--- src/hw/rtl/bswq_pkg.sv ---
// Shared types, constants and the microcode program of the bounded stack core.
// No dependencies; every other file of the block but bswq_ram refers to this package.
`timescale 1ns / 1ps

package bswq_pkg;

   // Defaults for the top-level parameters and the fixed field widths.
   localparam int DEPTH_DEF      = 16;
   localparam int DATA_WIDTH_DEF = 32;
   localparam int OP_W           = 3;
   localparam int WORD_W         = 32;
   localparam int CAP_W          = 5;
   localparam int HEIGHT_W       = 5;
   localparam int STATUS_W       = 2;
   localparam int RSP_DATA_W     = 40;
   localparam logic [CAP_W-1:0] CAP_RESET = 5'd16;

   typedef enum logic [OP_W-1:0] {
      OP_PUSH, OP_POP, OP_PEEK, OP_STATUS, OP_SUM, OP_PRODUCT, OP_CONTAINS, OP_DUMP
   } op_type;

   typedef enum logic [STATUS_W-1:0] {
      ST_OK, ST_FULL, ST_EMPTY
   } status_type;

   // Microcode addresses. The full and empty tests fall through to the next address.
   typedef enum logic [4:0] {
      U_FETCH, U_PUSH, U_PUSH_WR, U_POP, U_POP_RD, U_PEEK, U_PEEK_RD, U_EMIT_RD,
      U_SUM, U_SUM_LOOP, U_PROD, U_PROD_LOOP, U_CONT, U_CONT_LOOP, U_DUMP,
      U_DUMP_LOOP, U_EMIT_ACC, U_EMIT_OK, U_EMIT_FULL, U_EMIT_EMPTY
   } upc_type;

   typedef enum logic [2:0] {
      SEQ_JUMP, SEQ_DISPATCH, SEQ_IF_FULL, SEQ_IF_EMPTY, SEQ_LOOP
   } seq_type;

   typedef enum logic [1:0] {IDX_HOLD, IDX_ZERO, IDX_TOP} idx_type;
   typedef enum logic {DIR_UP, DIR_DOWN} dir_type;
   typedef enum logic [1:0] {CNT_HOLD, CNT_INC, CNT_DEC} cnt_type;
   typedef enum logic [2:0] {
      ACC_NONE, ACC_ZERO, ACC_ONE, ACC_ADD, ACC_MUL, ACC_CMP
   } acc_type;
   typedef enum logic [1:0] {EMIT_NONE, EMIT_ALWAYS, EMIT_RVALID} emit_type;
   typedef enum logic [1:0] {DSEL_ZERO, DSEL_RDATA, DSEL_ACC} dsel_type;
   typedef enum logic {LAST_ONE, LAST_IDX0} last_type;

   // One control word of the program.
   typedef struct packed {
      logic       take;
      seq_type    seq;
      upc_type    target;
      idx_type    idx;
      logic       walk;
      dir_type    dir;
      logic       rd_top;
      logic       wr_push;
      cnt_type    cnt;
      acc_type    acc;
      emit_type   emit;
      status_type st;
      dsel_type   dsel;
      last_type   last;
   } ctrl_type;

   // Sequencer to datapath.
   typedef struct packed {
      ctrl_type word;
      logic     accept;
   } cmd_type;

   // Datapath to sequencer.
   typedef struct packed {
      logic full;
      logic empty;
      logic more;
      logic stall;
   } flags_type;

   // Entry point of each operation.
   function automatic upc_type dispatch(input op_type op);
      upc_type u;
      case (op)
         OP_PUSH:     u = U_PUSH;
         OP_POP:      u = U_POP;
         OP_PEEK:     u = U_PEEK;
         OP_STATUS:   u = U_EMIT_OK;
         OP_SUM:      u = U_SUM;
         OP_PRODUCT:  u = U_PROD;
         OP_CONTAINS: u = U_CONT;
         OP_DUMP:     u = U_DUMP;
         default:     u = U_EMIT_OK;
      endcase
      return u;
   endfunction

   // The control store.
   function automatic ctrl_type ucode_rom(input upc_type upc);
      ctrl_type w;
      w = '0;
      w.seq    = SEQ_JUMP;
      w.target = U_FETCH;
      case (upc)
         U_FETCH: begin
            w.take = 1'b1;
            w.seq  = SEQ_DISPATCH;
         end
         U_PUSH: begin
            w.seq    = SEQ_IF_FULL;
            w.target = U_EMIT_FULL;
         end
         U_PUSH_WR: begin
            w.wr_push = 1'b1;
            w.cnt     = CNT_INC;
            w.target  = U_EMIT_OK;
         end
         U_POP, U_PEEK: begin
            w.seq    = SEQ_IF_EMPTY;
            w.target = U_EMIT_EMPTY;
         end
         U_POP_RD: begin
            w.rd_top = 1'b1;
            w.cnt    = CNT_DEC;
            w.target = U_EMIT_RD;
         end
         U_PEEK_RD: begin
            w.rd_top = 1'b1;
            w.target = U_EMIT_RD;
         end
         U_EMIT_RD: begin
            w.emit = EMIT_ALWAYS;
            w.dsel = DSEL_RDATA;
         end
         U_SUM: begin
            w.seq    = SEQ_IF_EMPTY;
            w.target = U_EMIT_EMPTY;
            w.idx    = IDX_ZERO;
            w.acc    = ACC_ZERO;
         end
         U_SUM_LOOP: begin
            w.walk   = 1'b1;
            w.acc    = ACC_ADD;
            w.seq    = SEQ_LOOP;
            w.target = U_EMIT_ACC;
         end
         U_PROD: begin
            w.seq    = SEQ_IF_EMPTY;
            w.target = U_EMIT_EMPTY;
            w.idx    = IDX_ZERO;
            w.acc    = ACC_ONE;
         end
         U_PROD_LOOP: begin
            w.walk   = 1'b1;
            w.acc    = ACC_MUL;
            w.seq    = SEQ_LOOP;
            w.target = U_EMIT_ACC;
         end
         U_CONT: begin
            w.seq    = SEQ_IF_EMPTY;
            w.target = U_EMIT_EMPTY;
            w.idx    = IDX_ZERO;
         end
         U_CONT_LOOP: begin
            w.walk   = 1'b1;
            w.acc    = ACC_CMP;
            w.seq    = SEQ_LOOP;
            w.target = U_EMIT_OK;
         end
         U_DUMP: begin
            w.seq    = SEQ_IF_EMPTY;
            w.target = U_EMIT_EMPTY;
            w.idx    = IDX_TOP;
         end
         U_DUMP_LOOP: begin
            w.walk   = 1'b1;
            w.dir    = DIR_DOWN;
            w.emit   = EMIT_RVALID;
            w.dsel   = DSEL_RDATA;
            w.last   = LAST_IDX0;
            w.seq    = SEQ_LOOP;
            w.target = U_FETCH;
         end
         U_EMIT_ACC: begin
            w.emit = EMIT_ALWAYS;
            w.dsel = DSEL_ACC;
         end
         U_EMIT_OK: begin
            w.emit = EMIT_ALWAYS;
         end
         U_EMIT_FULL: begin
            w.emit = EMIT_ALWAYS;
            w.st   = ST_FULL;
         end
         U_EMIT_EMPTY: begin
            w.emit = EMIT_ALWAYS;
            w.st   = ST_EMPTY;
         end
         default: begin
            w.target = U_FETCH;
         end
      endcase
      return w;
   endfunction

endpackage

--- src/hw/rtl/bswq_ram.sv ---
// Generic single-write, single-read RAM with a registered read port.
// No dependencies.
`timescale 1ns / 1ps

module bswq_ram #(
   parameter int WIDTH = 32,
   parameter int DEPTH = 16
) (
   input  logic                                 clock,
   input  logic                                 wr_en,
   input  logic [(DEPTH > 1 ? $clog2(DEPTH) : 1)-1:0] wr_addr,
   input  logic [WIDTH-1:0]                     wr_data,
   input  logic                                 rd_en,
   input  logic [(DEPTH > 1 ? $clog2(DEPTH) : 1)-1:0] rd_addr,
   output logic [WIDTH-1:0]                     rd_data
);

   logic [WIDTH-1:0] mem_ff [DEPTH];
   logic [WIDTH-1:0] rd_data_ff;

   // Write port.
   always_ff @(posedge clock) begin
      if (wr_en) begin
         mem_ff[wr_addr] <= wr_data;
      end
   end

   // Read port; the data holds while no read is issued.
   always_ff @(posedge clock) begin
      if (rd_en) begin
         rd_data_ff <= mem_ff[rd_addr];
      end
   end

   assign rd_data = rd_data_ff;

endmodule

--- src/hw/rtl/bswq_seq.sv ---
// Microcode sequencer: step counter, control store lookup and jump logic.
// Depends on bswq_pkg.
`timescale 1ns / 1ps

module bswq_seq (
   input  logic                    clock,
   input  logic                    reset,
   input  logic                    req_valid,
   input  logic [bswq_pkg::OP_W-1:0] req_op,
   output logic                    req_ready,
   input  bswq_pkg::flags_type     flags,
   output bswq_pkg::cmd_type       cmd
);

   bswq_pkg::upc_type  upc_ff;
   bswq_pkg::upc_type  upc_in;
   bswq_pkg::ctrl_type word;
   logic               accept;

   // Output decode: the control word of the current step.
   always_comb begin
      word       = bswq_pkg::ucode_rom(upc_ff);
      accept     = word.take && req_valid;
      req_ready  = word.take;
      cmd.word   = word;
      cmd.accept = accept;
   end

   // Next step.
   always_comb begin
      upc_in = upc_ff;
      if (!flags.stall) begin
         case (word.seq)
            bswq_pkg::SEQ_JUMP: begin
               upc_in = word.target;
            end
            bswq_pkg::SEQ_DISPATCH: begin
               if (accept) begin
                  upc_in = bswq_pkg::dispatch(bswq_pkg::op_type'(req_op));
               end
            end
            bswq_pkg::SEQ_IF_FULL: begin
               upc_in = flags.full ? word.target : bswq_pkg::upc_type'(upc_ff + 5'd1);
            end
            bswq_pkg::SEQ_IF_EMPTY: begin
               upc_in = flags.empty ? word.target : bswq_pkg::upc_type'(upc_ff + 5'd1);
            end
            bswq_pkg::SEQ_LOOP: begin
               upc_in = flags.more ? upc_ff : word.target;
            end
            default: begin
               upc_in = bswq_pkg::U_FETCH;
            end
         endcase
      end
   end

   // Step counter.
   always_ff @(posedge clock) begin
      if (reset) begin
         upc_ff <= bswq_pkg::U_FETCH;
      end else begin
         upc_ff <= upc_in;
      end
   end

   // A request always leads away from the fetch step.
   a_accept_leaves_fetch: assert property (@(posedge clock) disable iff (reset)
      accept |=> upc_ff != bswq_pkg::U_FETCH)
      else $error("sequencer stayed in fetch after a request transaction");

   // A stalled step holds the step counter.
   a_stall_holds_step: assert property (@(posedge clock) disable iff (reset)
      flags.stall |=> $stable(upc_ff))
      else $error("step counter moved during an output stall");

endmodule

--- src/hw/rtl/bswq_dp.sv ---
// Stack datapath: height, walk index, accumulator, entry RAM, capacity register
// and the result register. Depends on bswq_pkg and bswq_ram.
`timescale 1ns / 1ps

module bswq_dp #(
   parameter int DEPTH      = bswq_pkg::DEPTH_DEF,
   parameter int DATA_WIDTH = bswq_pkg::DATA_WIDTH_DEF
) (
   input  logic                           clock,
   input  logic                           reset,
   input  bswq_pkg::cmd_type              cmd,
   output bswq_pkg::flags_type            flags,
   input  logic [bswq_pkg::WORD_W-1:0]    req_operand,
   input  logic                           csr_wr_en,
   input  logic [bswq_pkg::CAP_W-1:0]     csr_wr_data,
   output logic                           rsp_valid,
   input  logic                           rsp_ready,
   output logic [bswq_pkg::STATUS_W-1:0]  rsp_status,
   output logic [bswq_pkg::WORD_W-1:0]    rsp_data,
   output logic [bswq_pkg::HEIGHT_W-1:0]  rsp_height,
   output logic                           rsp_full,
   output logic                           rsp_empty,
   output logic                           rsp_found,
   output logic                           rsp_last
);

   // Only the low word of an entry ever reaches a result, so entries keep that much.
   localparam int STORE_W = (DATA_WIDTH < bswq_pkg::WORD_W) ? DATA_WIDTH : bswq_pkg::WORD_W;
   localparam int CNT_W   = $clog2(DEPTH + 1);
   localparam int ADDR_W  = (DEPTH > 1) ? $clog2(DEPTH) : 1;
   localparam int CMP_W   = (CNT_W > bswq_pkg::CAP_W) ? CNT_W : bswq_pkg::CAP_W;

   bswq_pkg::ctrl_type w;

   logic [CNT_W-1:0]          count_ff, count_in;
   logic [CNT_W-1:0]          idx_ff, idx_in;
   logic [STORE_W-1:0]        acc_ff, acc_in;
   logic [STORE_W-1:0]        operand_ff;
   logic                      found_ff, found_in;
   logic                      rvalid_ff, rvalid_in;
   logic [bswq_pkg::CAP_W-1:0] capacity_ff;

   logic                      rsp_valid_ff, rsp_valid_in;
   logic [bswq_pkg::STATUS_W-1:0] rsp_status_ff;
   logic [bswq_pkg::WORD_W-1:0]   rsp_data_ff;
   logic [bswq_pkg::HEIGHT_W-1:0] rsp_height_ff;
   logic                      rsp_full_ff, rsp_empty_ff, rsp_found_ff, rsp_last_ff;

   logic [CMP_W-1:0]          cap_ext, eff_cap;
   logic                      full, empty, more, stall, emit, load;
   logic                      rd_en, wr_en;
   logic [CNT_W-1:0]          top_idx, walk_addr;
   logic [ADDR_W-1:0]         rd_addr, wr_addr;
   logic [STORE_W-1:0]        rd_data;
   logic [bswq_pkg::WORD_W-1:0] data_sel;

   assign w = cmd.word;

   // Height flags against the capacity, which saturates at the depth.
   always_comb begin
      cap_ext = CMP_W'(capacity_ff);
      eff_cap = (cap_ext > CMP_W'(DEPTH)) ? CMP_W'(DEPTH) : cap_ext;
      full    = CMP_W'(count_ff) >= eff_cap;
      empty   = count_ff == '0;
      more    = (w.dir == bswq_pkg::DIR_UP) ? (idx_ff != count_ff) : (idx_ff != '0);
   end

   // Emission and stall: a step that emits waits for a free result register.
   always_comb begin
      emit  = (w.emit == bswq_pkg::EMIT_ALWAYS) ||
              ((w.emit == bswq_pkg::EMIT_RVALID) && rvalid_ff);
      stall = emit && rsp_valid_ff && !rsp_ready;
      load  = emit && !stall;
   end

   always_comb begin
      flags.full  = full;
      flags.empty = empty;
      flags.more  = more;
      flags.stall = stall;
   end

   // RAM addressing: the top entry, or the walk position.
   always_comb begin
      top_idx   = count_ff - CNT_W'(1);
      walk_addr = (w.dir == bswq_pkg::DIR_UP) ? idx_ff : (idx_ff - CNT_W'(1));
      rd_en     = !stall && (w.rd_top || (w.walk && more));
      rd_addr   = w.rd_top ? top_idx[ADDR_W-1:0] : walk_addr[ADDR_W-1:0];
      wr_en     = w.wr_push;
      wr_addr   = count_ff[ADDR_W-1:0];
   end

   bswq_ram #(
      .WIDTH (STORE_W),
      .DEPTH (DEPTH)
   ) u_entries (
      .clock   (clock),
      .wr_en   (wr_en),
      .wr_addr (wr_addr),
      .wr_data (operand_ff),
      .rd_en   (rd_en),
      .rd_addr (rd_addr),
      .rd_data (rd_data)
   );

   // Height, index, accumulator and search flag.
   always_comb begin
      count_in  = count_ff;
      idx_in    = idx_ff;
      acc_in    = acc_ff;
      found_in  = found_ff;
      rvalid_in = rvalid_ff;
      if (cmd.accept) begin
         found_in = 1'b0;
      end
      if (!stall) begin
         rvalid_in = rd_en;
         case (w.cnt)
            bswq_pkg::CNT_INC: count_in = count_ff + CNT_W'(1);
            bswq_pkg::CNT_DEC: count_in = count_ff - CNT_W'(1);
            default:           count_in = count_ff;
         endcase
         case (w.idx)
            bswq_pkg::IDX_ZERO: idx_in = '0;
            bswq_pkg::IDX_TOP:  idx_in = count_ff;
            default: begin
               if (w.walk && more) begin
                  idx_in = (w.dir == bswq_pkg::DIR_UP) ? (idx_ff + CNT_W'(1))
                                                       : (idx_ff - CNT_W'(1));
               end
            end
         endcase
         case (w.acc)
            bswq_pkg::ACC_ZERO: acc_in = '0;
            bswq_pkg::ACC_ONE:  acc_in = STORE_W'(1);
            bswq_pkg::ACC_ADD: begin
               if (rvalid_ff) acc_in = acc_ff + rd_data;
            end
            bswq_pkg::ACC_MUL: begin
               if (rvalid_ff) acc_in = STORE_W'(acc_ff * rd_data);
            end
            bswq_pkg::ACC_CMP: begin
               if (rvalid_ff && (rd_data == operand_ff)) found_in = 1'b1;
            end
            default: acc_in = acc_ff;
         endcase
      end
   end

   always_ff @(posedge clock) begin
      if (reset) begin
         count_ff    <= '0;
         idx_ff      <= '0;
         rvalid_ff   <= 1'b0;
         capacity_ff <= bswq_pkg::CAP_RESET;
      end else begin
         count_ff  <= count_in;
         idx_ff    <= idx_in;
         rvalid_ff <= rvalid_in;
         if (csr_wr_en) begin
            capacity_ff <= csr_wr_data;
         end
      end
   end

   always_ff @(posedge clock) begin
      acc_ff   <= acc_in;
      found_ff <= found_in;
      if (cmd.accept) begin
         operand_ff <= req_operand[STORE_W-1:0];
      end
   end

   // Result register.
   always_comb begin
      case (w.dsel)
         bswq_pkg::DSEL_RDATA: data_sel = bswq_pkg::WORD_W'(rd_data);
         bswq_pkg::DSEL_ACC:   data_sel = bswq_pkg::WORD_W'(acc_ff);
         default:              data_sel = '0;
      endcase
      rsp_valid_in = load || (rsp_valid_ff && !rsp_ready);
   end

   always_ff @(posedge clock) begin
      if (reset) begin
         rsp_valid_ff <= 1'b0;
      end else begin
         rsp_valid_ff <= rsp_valid_in;
      end
   end

   always_ff @(posedge clock) begin
      if (load) begin
         rsp_status_ff <= w.st;
         rsp_data_ff   <= data_sel;
         rsp_height_ff <= bswq_pkg::HEIGHT_W'(count_ff);
         rsp_full_ff   <= full;
         rsp_empty_ff  <= empty;
         rsp_found_ff  <= found_ff;
         rsp_last_ff   <= (w.last == bswq_pkg::LAST_ONE) || (idx_ff == '0);
      end
   end

   assign rsp_valid  = rsp_valid_ff;
   assign rsp_status = rsp_status_ff;
   assign rsp_data   = rsp_data_ff;
   assign rsp_height = rsp_height_ff;
   assign rsp_full   = rsp_full_ff;
   assign rsp_empty  = rsp_empty_ff;
   assign rsp_found  = rsp_found_ff;
   assign rsp_last   = rsp_last_ff;

   // The height never passes the depth.
   a_count_bounded: assert property (@(posedge clock) disable iff (reset)
      count_ff <= CNT_W'(DEPTH))
      else $error("stack height beyond depth");

   // A push is only written into a stack with room left.
   a_write_has_room: assert property (@(posedge clock) disable iff (reset)
      wr_en |-> !full)
      else $error("entry written into a full stack");

   // A stalled step changes neither the height nor the walk index.
   a_stall_freezes: assert property (@(posedge clock) disable iff (reset)
      stall |=> $stable(count_ff) && $stable(idx_ff))
      else $error("datapath state changed during an output stall");

endmodule

--- src/hw/rtl/bounded_stack_with_queries_core.sv ---
// Top level of the bounded stack core: microcode sequencer plus datapath.
// Depends on bswq_pkg, bswq_seq, bswq_dp (and through it bswq_ram).
//
//   channel  direction  tdata / data            tuser / other
//   req_     in         operand[31:0]           op[2:0]
//   rsp_     out        data, height, flags     status[1:0], tlast on final item
//   csr_     in         capacity[4:0]           write enable, no read-back
//
// Sum, product and contains walk the entry RAM upward from the bottom and dump walks
// it down from the top, one registered read a cycle unless the output stalls; dump
// gives one result per cycle while the output drains.
// Reset is synchronous and clears height, walk index, capacity (to 16), sequencer
// and result valid; no clearing pass is needed. A stalled result freezes the sequencer.
`timescale 1ns / 1ps

module bounded_stack_with_queries_core #(
   parameter int DEPTH      = bswq_pkg::DEPTH_DEF,
   parameter int DATA_WIDTH = bswq_pkg::DATA_WIDTH_DEF
) (
   input  logic                              clock,
   input  logic                              reset,
   input  logic                              req_tvalid,
   output logic                              req_tready,
   // tdata: operand[31:0]
   input  logic [bswq_pkg::WORD_W-1:0]       req_tdata,
   // tuser: op[2:0]
   input  logic [bswq_pkg::OP_W-1:0]         req_tuser,
   output logic                              rsp_tvalid,
   input  logic                              rsp_tready,
   // tdata: data[31:0], height[36:32], is_full[37], is_empty[38], found[39]
   output logic [bswq_pkg::RSP_DATA_W-1:0]   rsp_tdata,
   // tuser: status[1:0]
   output logic [bswq_pkg::STATUS_W-1:0]     rsp_tuser,
   output logic                              rsp_tlast,
   input  logic                              csr_wr_en,
   input  logic [bswq_pkg::CAP_W-1:0]        csr_wr_data
);

   bswq_pkg::cmd_type   cmd;
   bswq_pkg::flags_type flags;

   logic [bswq_pkg::WORD_W-1:0]   data;
   logic [bswq_pkg::HEIGHT_W-1:0] height;
   logic                          is_full, is_empty, found;

   // Sequencer.
   bswq_seq u_seq (
      .clock     (clock),
      .reset     (reset),
      .req_valid (req_tvalid),
      .req_op    (req_tuser),
      .req_ready (req_tready),
      .flags     (flags),
      .cmd       (cmd)
   );

   // Datapath.
   bswq_dp #(
      .DEPTH      (DEPTH),
      .DATA_WIDTH (DATA_WIDTH)
   ) u_dp (
      .clock       (clock),
      .reset       (reset),
      .cmd         (cmd),
      .flags       (flags),
      .req_operand (req_tdata),
      .csr_wr_en   (csr_wr_en),
      .csr_wr_data (csr_wr_data),
      .rsp_valid   (rsp_tvalid),
      .rsp_ready   (rsp_tready),
      .rsp_status  (rsp_tuser),
      .rsp_data    (data),
      .rsp_height  (height),
      .rsp_full    (is_full),
      .rsp_empty   (is_empty),
      .rsp_found   (found),
      .rsp_last    (rsp_tlast)
   );

   // Pack the result fields, data in the lowest bits and found in the highest.
   assign rsp_tdata = {found, is_empty, is_full, height, data};

endmodule

--- config.mk ---
export PLATFORM = sky130hd
export DESIGN_NAME = bounded_stack_with_queries_core
export DESIGN_NICKNAME = d
export VERILOG_FILES = /design/src/hw/rtl/bswq_pkg.sv /design/src/hw/rtl/bswq_ram.sv /design/src/hw/rtl/bswq_seq.sv /design/src/hw/rtl/bswq_dp.sv /design/src/hw/rtl/bounded_stack_with_queries_core.sv
export SDC_FILE = /design/constraint.sdc
export NUM_CORES = 2
export LEC_CHECK = 0
export ABC_AREA = 1
export BUFFER_PORTS_ARGS = -buffer_cell sky130_fd_sc_hd__buf_4
export CORE_MARGIN = 2
export CORE_UTILIZATION = 60
export DETAILED_ROUTE_END_ITERATION = 10
export PLACE_DENSITY = 0.81
export SETUP_SLACK_MARGIN = 0.4
export SYNTH_ARGS = -nofsm -noshare
export SYNTH_HDL_FRONTEND = slang
export SYNTH_SLANG_ARGS = --single-unit
--- constraint.sdc ---
create_clock -name clock -period 16.8 [get_ports clock]
set_input_delay 2.52 -clock clock [delete_from_list [all_inputs] [get_ports clock]]
set_output_delay 2.52 -clock clock [all_outputs]
set_load 0.03 [all_outputs]
Word-level counts from Yosys, hierarchy flattened
Memory sizes are Yosys's and may differ from the RTL's. A register that Yosys moved wholly into a read port is not among the register bits.
Cells that the tools add are included.
{"block": "word_totals", "reg_bits": 130, "mem_bits_rw": 512, "romBits": 40, "inputBits": 45, "out_inout_bits": 45, "wordCells": 142, "mem_count": 2}
{"memory": "u_dp.u_entries.mem_ff", "depth": 16, "word_bits": 32, "rd": 1, "rd_ports_with_merged_regs": 1, "write_ports": 1, "line_no": "bswq_ram.sv:18", "rtl": "logic [WIDTH-1:0] mem_ff [DEPTH];"}
{"memory": "(no name shown)", "depth": 8, "word_bits": 5, "rd": 1, "rd_ports_with_merged_regs": 0, "write_ports": 0, "line_no": "bswq_pkg.sv:82", "rtl": "case (op)"}
{"block": "classes", "addsub": 6, "n_mul": 1, "magnitude_cmp": 2, "eq_ne": 42, "muxes": 36, "bitwise_logic": 2, "reduce_logical": 35}
{"cell": "case mux 32 bit (4 select lines)", "n": 1}
{"cell": "two-way mux 32 bit", "n": 2}
{"cell": "case mux 32 bit (2 select lines)", "n": 1}
{"cell": "case mux 5 bit (5 select lines)", "n": 2}
{"cell": "== test 5 x 4 -> 1 bit, second input constant", "n": 8}
{"cell": "two-way mux 5 bit", "n": 7}
{"cell": "adder 32 bit", "n": 1}
{"cell": "== test 32 bit", "n": 1}
{"cell": "multiplier 32 x 32 -> 32 bit", "n": 1}
{"cell": "== test 5 x 3 -> 1 bit, second input constant", "n": 4}
{"cell": "== test 5 bit, second input constant", "n": 4}
{"cell": "case mux 2 bit (2 select lines)", "n": 5}
{"cell": "case mux 5 bit (2 select lines)", "n": 2}
{"cell": "adder 5 x 1 -> 5 bit, second input constant", "n": 3}
{"cell": "zero test 5 bit", "n": 3}
{"cell": "case mux 3 bit (5 select lines)", "n": 1}
{"cell": "== test 3 x 2 -> 1 bit, second input constant", "n": 4}
{"cell": "two-way mux 1 bit", "n": 12}
{"cell": "case mux 3 bit (4 select lines)", "n": 1}
{"cell": "== test 5 x 2 -> 1 bit, second input constant", "n": 2}
{"cell": "subtractor 5 x 1 -> 5 bit, second input constant", "n": 2}
{"cell": "== test 3 bit, second input constant", "n": 3}
{"cell": "logical AND 1 bit", "n": 9}
{"cell": "== test 2 x 1 -> 1 bit, second input constant", "n": 4}
{"cell": "25 further kinds", "n": 41}

Logic depth before layout (Yosys ltp)
{"block": "logic_depth", "depth_word": 11, "depth_mapped": 31, "ltp_nobuf": 30}

Cells and area by module
A second synthesis with hierarchy kept.
{"block": "hier_totals", "hier_cells": 5453, "area_unflattened_um2": 48405.2}
{"mod": "bswq_dp", "instances": 1, "cells_per_inst": 3155, "area_each_um2": 24338.3, "seq_area_each_um2": 3573.4}
{"mod": "bswq_ram", "instances": 1, "cells_per_inst": 2120, "area_each_um2": 23050.9, "seq_area_each_um2": 16335.7}
{"mod": "bswq_seq", "instances": 1, "cells_per_inst": 175, "area_each_um2": 993.5, "seq_area_each_um2": 100.1}
{"mod": "bounded_stack_with_queries_core", "instances": 1, "cells_per_inst": 3, "area_each_um2": 22.5, "seq_area_each_um2": 0.0}

Worst setup path before layout
Ideal clock, no wire load.
{"block": "synth_timing", "path_kind": "reg2reg", "startpoint": "register u_dp.u_entries.rd_data_ff[6], in the netlist u_dp.u_entries.rd_data[6], read port of u_dp.u_entries.mem_ff", "endpoint": "register u_dp.acc_ff[26] (data pin)", "setup_time_ns": 0.266, "t_arrival_ns": 6.467, "t_required_ns": 16.534, "setup_slack_ns": 10.067, "stages_incl_launch_ff": 27, "n_path_buf": 2, "synth_period_minus_slack_ns": 6.733, "path_cell_list": "edfxtp_1 clkbuf_1 buf_1 nand2_1 inv_1 fa_1 fa_1 fa_1 inv_1 fa_1 inv_1 fa_1 inv_1 fa_1 inv_1 fa_1 fa_1 ha_1 nand2_1 nor3_1 nand4_1 nand3_1 a21oi_1 o21ai_0 a21oi_1 o21ai_0 o21ai_1"}
{"block": "synth_between", "elab_chain_len": 3, "elab_cells_between_ends": 5, "cone_classes": "add/sub (1); mul (1); mux (3)"}
{"item": "from (decl)", "line_no": "bswq_ram.sv:19", "rtl": "logic [WIDTH-1:0] rd_data_ff;"}
{"item": "multiplier 32 x 32 -> 32 bit / adder 32 bit (equally long branches)", "line_no": "bswq_dp.sv:140, bswq_dp.sv:137"}
{"item": "two-way mux 32 bit (on tied branches)", "line_no": "bswq_dp.sv:140, bswq_dp.sv:137"}
{"item": "case mux 32 bit (4 select lines) (*)", "line_no": "bswq_dp.sv:133", "rtl": "case (w.acc)"}
{"item": "to (signal assigned)", "line_no": "bswq_dp.sv:167", "rtl": "acc_ff <= acc_in;"}
{"item": "to (decl)", "line_no": "bswq_dp.sv:37", "rtl": "logic [STORE_W-1:0] acc_ff, acc_in;"}
Every way passes the cells marked *; elsewhere a longest branch is shown, timed or not. The select of a mux whose other input is x is not followed.
A chain may end at the register's enable or synchronous reset.

Final worst setup path
{"block": "layout_timing", "startpoint": "register u_dp.acc_ff[9]", "endpoint": "register u_dp.acc_ff[26] (data pin)"}
{"block": "layout_between", "elab_chain_len": 3, "elab_cells_between_ends": 5, "cone_classes": "add/sub (1); mul (1); mux (3)"}
{"item": "multiplier 32 x 32 -> 32 bit / adder 32 bit (equally long branches)", "line_no": "bswq_dp.sv:140, bswq_dp.sv:137"}
{"item": "two-way mux 32 bit (on tied branches)", "line_no": "bswq_dp.sv:140, bswq_dp.sv:137"}
{"item": "case mux 32 bit (4 select lines) (*)", "line_no": "bswq_dp.sv:133"}
Marks and branches as above.

==> out/summary.txt <==
=====================================================================================
Status                                                                      completed
Number of flops mapped to enable cells by yosys                                   651
Final WS setup                                                                8620 ps
Share of post-route cells with drive strength above 1                           6.95%
Global-route wire length before repair                                      200000 um
Total number of H-tree levels                                                       3
Overflow after GRT                                                                  0
Type of the tightest min-delay check                                          reg2reg
Worst slew margin                                                               16.9%
Post-Synthesis Mean Instance Area                                           9.93 um^2
Critical path arrival                                                         8560 ps
Data required time of the critical path                                      17180 ps
Aggregate routed wire length                                                131000 um
Core footprint                                                            0.0757 mm^2
Horiz. Die Dim                                                                 280 um
Total CTS buffers                                                                  71
Overall die height                                                             280 um
Port Buf Inserts                                                                   89
Fraction of registers with async set or reset after synthesis                      0%
Pin count of the biggest net entering global routing                              181
RSZ-0062 raised after global routing                                            false
Max capacitance violation total                                                     0
Bufs on Longest Clock Path                                                          3
Standard-cell row count                                                           101
Number of different library cells in the post-synthesis netlist                    51
Via count of the first global-routing pass                                      34200
Crit Path Category                                                            reg2reg
Relative area change from synthesis to final layout                             8.47%
Initial core utilization                                                        60.5%
Die Outline Area                                                          0.0785 mm^2
Detail Placement HPWL                                                        85900 um
CTS tree                                                                        built
Initial antenna violation count                                                     2
Final-report max-slew violation count                                               0
Clock insertion delay at the later pin of the skew report                      640 ps
Post-synthesis sequential area ratio                                            43.7%
Initial detailed-routing violation count                                         4139
Layout net count                                                                 5243
Synth Warn #                                                                        0
Worst Setup End Kind                                                        flip-flop
Resize count post-CTS                                                               0
Number of nets with antenna violations after detailed routing                       0
Clock skew                                                                    39.4 ps
Startpoint kind of the worst setup timing path                              flip-flop
Maximum clock frequency                                                       122 MHz
Max Fanout on Critical Path                                                        24
Gpl congestion                                                                   1.00
Vias per std cell                                                                6.05
Total via count in the routed design                                            34200
Most frequent cells in the layout                                        sky130_fd_sc_hd__nand2_1, sky130_fd_sc_hd__inv_1, sky130_fd_sc_hd__edfxtp_1, sky130_fd_sc_hd__fa_1, sky130_fd_sc_hd__nor2_1
Global-route usage over all layers                                              34.0%
Pin slew with the least headroom to its limit                                 1250 ps
Final worst-path cycle share                                                    48.7%
Hold buffers post-CTS                                                               0
Total negative slack                                                             0 ps
Drt first pass iters                                                                6
Synthesized Nets                                                                 5245
Cell count after synthesis                                                       4612
Ports                                                                              90
Netlist Area Pre-Place                                                    0.0458 mm^2
Pre-CTS worst setup slack                                                     8800 ps
Most common library cell in the layout ignoring fill and taps            sky130_fd_sc_hd__nand2_1
Number of DRC violations after detailed routing                                     0
Final Hold Violating Endpoints                                                      0
Flip-flop and latch count after synthesis                                         674
Clock-pin slew of the registers on the worst-case setup and hold paths          70 ps
Most frequently used flop master after synthesis                         sky130_fd_sc_hd__edfxtp_1
Total clock sinks                                                                 674
Root Driver                                                              sky130_fd_sc_hd__clkbuf_16
Routed len/inst                                                               23.3 um
Number of buffers added for setup after CTS                                         0
Final critical delay including setup and external delays                      8180 ps
Final setup vio count                                                               0
=====================================================================================
[synthesized netlist by cell type, drive strengths merged, types with 45 or more instances]
| master | instances | area share (%) |
|---|---|---|
| o211ai | 46 | 0.77 |
| edfxtp | 651 | 43 |
| nor3 | 45 | 0.55 |
| clkbuf | 142 | 1.2 |
| xor2 | 47 | 0.90 |
| buf | 91 | 1.0 |
| inv | 866 | 7.1 |
| fa | 409 | 18 |
| mux2i | 64 | 1.4 |
| o221ai | 66 | 1.3 |
| nor2 | 377 | 3.2 |
| nand3 | 88 | 0.97 |
| a21oi | 158 | 1.7 |
| o21ai | 264 | 2.9 |
| nand2 | 918 | 7.6 |
| ha | 179 | 4.9 |
[metal layers]
layer  vias to the layer above  global-route usage (%)  part of all wire (%)
met3                       484                    7.21                    12
met5                         -                       0                     0
met4                         0                    19.3                   6.4
li1                      14900                       -                     -
met2                      2292                    53.7                    46
met1                     16500                    44.0                    36
[worst max-delay path: stages (launching register included)]
cell and delay (ps):
sky130_fd_sc_hd__edfxtp_1 1060, sky130_fd_sc_hd__ha_1 290, sky130_fd_sc_hd__inv_1 100, sky130_fd_sc_hd__fa_1 400
sky130_fd_sc_hd__inv_1 80, sky130_fd_sc_hd__fa_1 430, sky130_fd_sc_hd__fa_1 510, sky130_fd_sc_hd__inv_1 90
sky130_fd_sc_hd__fa_1 490, sky130_fd_sc_hd__inv_1 50, sky130_fd_sc_hd__fa_1 480, sky130_fd_sc_hd__fa_1 560
sky130_fd_sc_hd__fa_1 430, sky130_fd_sc_hd__fa_1 450, sky130_fd_sc_hd__ha_1 380, sky130_fd_sc_hd__nand2_1 170
sky130_fd_sc_hd__nor3_1 790, sky130_fd_sc_hd__nand4_1 170, sky130_fd_sc_hd__nand3_1 270, sky130_fd_sc_hd__a21oi_1 180
sky130_fd_sc_hd__o21ai_0 230, sky130_fd_sc_hd__a21oi_1 90, sky130_fd_sc_hd__o21ai_0 120, sky130_fd_sc_hd__o21ai_1 90
[flip-flops by register name (all words and copies together), names as in the netlist, 2 cells and up]
name / count
u_dp.u_entries.rd_data: 32
u_dp.count_ff: 5
u_dp.operand_ff: 32
u_seq.upc_ff: 5
u_dp.rsp_status: 2
u_dp.cap_ext: 5
u_dp.rsp_data: 32
u_dp.u_entries.mem_ff: 512
u_dp.rsp_height: 5
u_dp.acc_ff: 32
u_dp.idx_ff: 5
[cell families after synthesis]
kind of cell	share of synthesized area, %
compound gates	8.72
xor+xnor	1.28
fa+ha+maj	22.8
buf+inv	9.30
flops	43.7
mux	1.40
simple gates	12.8
[metrics by stage]
stage | utilization (%) | cells | hold slack, ps | cell area, um^2
after global routing | 65.6 | 5640 | 440 | 49600
after global placement | 62.6 | 5515 | 418 | 47400
final | 65.6 | 5645 | 434 | 49700
after floorplan | - | 4612 | 402 | 45800
after detailed placement | 62.6 | 5515 | 423 | 47400
after CTS | 65.6 | 5640 | 433 | 49600
[path summary, 6_finish.rpt]
| kind | slack [ps] | start | end | depth (start not counted) |
|---|---|---|---|---|
| setup / recovery | 8620 | u_dp.acc_ff[9] | u_dp.acc_ff[26] | 23 |
| hold / removal | 430 | u_dp.found_ff | u_dp.rsp_found | 0 |
| setup reg to reg | 8620 | u_dp.acc_ff[9] | u_dp.acc_ff[26] | 23 |
| hold reg to reg | 430 | u_dp.found_ff | u_dp.rsp_found | 0 |
[final cells by class]
cell class	count	area, um^2
fill	5634	26000
multi-input combinational	2839	21700
sequential	674	20000
inverter	866	3260
clock buffer	90	1890
tap	978	1220
timing repair buffer	158	1200
clock inverter	35	370
antenna	5	12.5
Power is not shown: default switching activity piles up to over one toggle a cycle in this logic, so the estimate is an artifact.
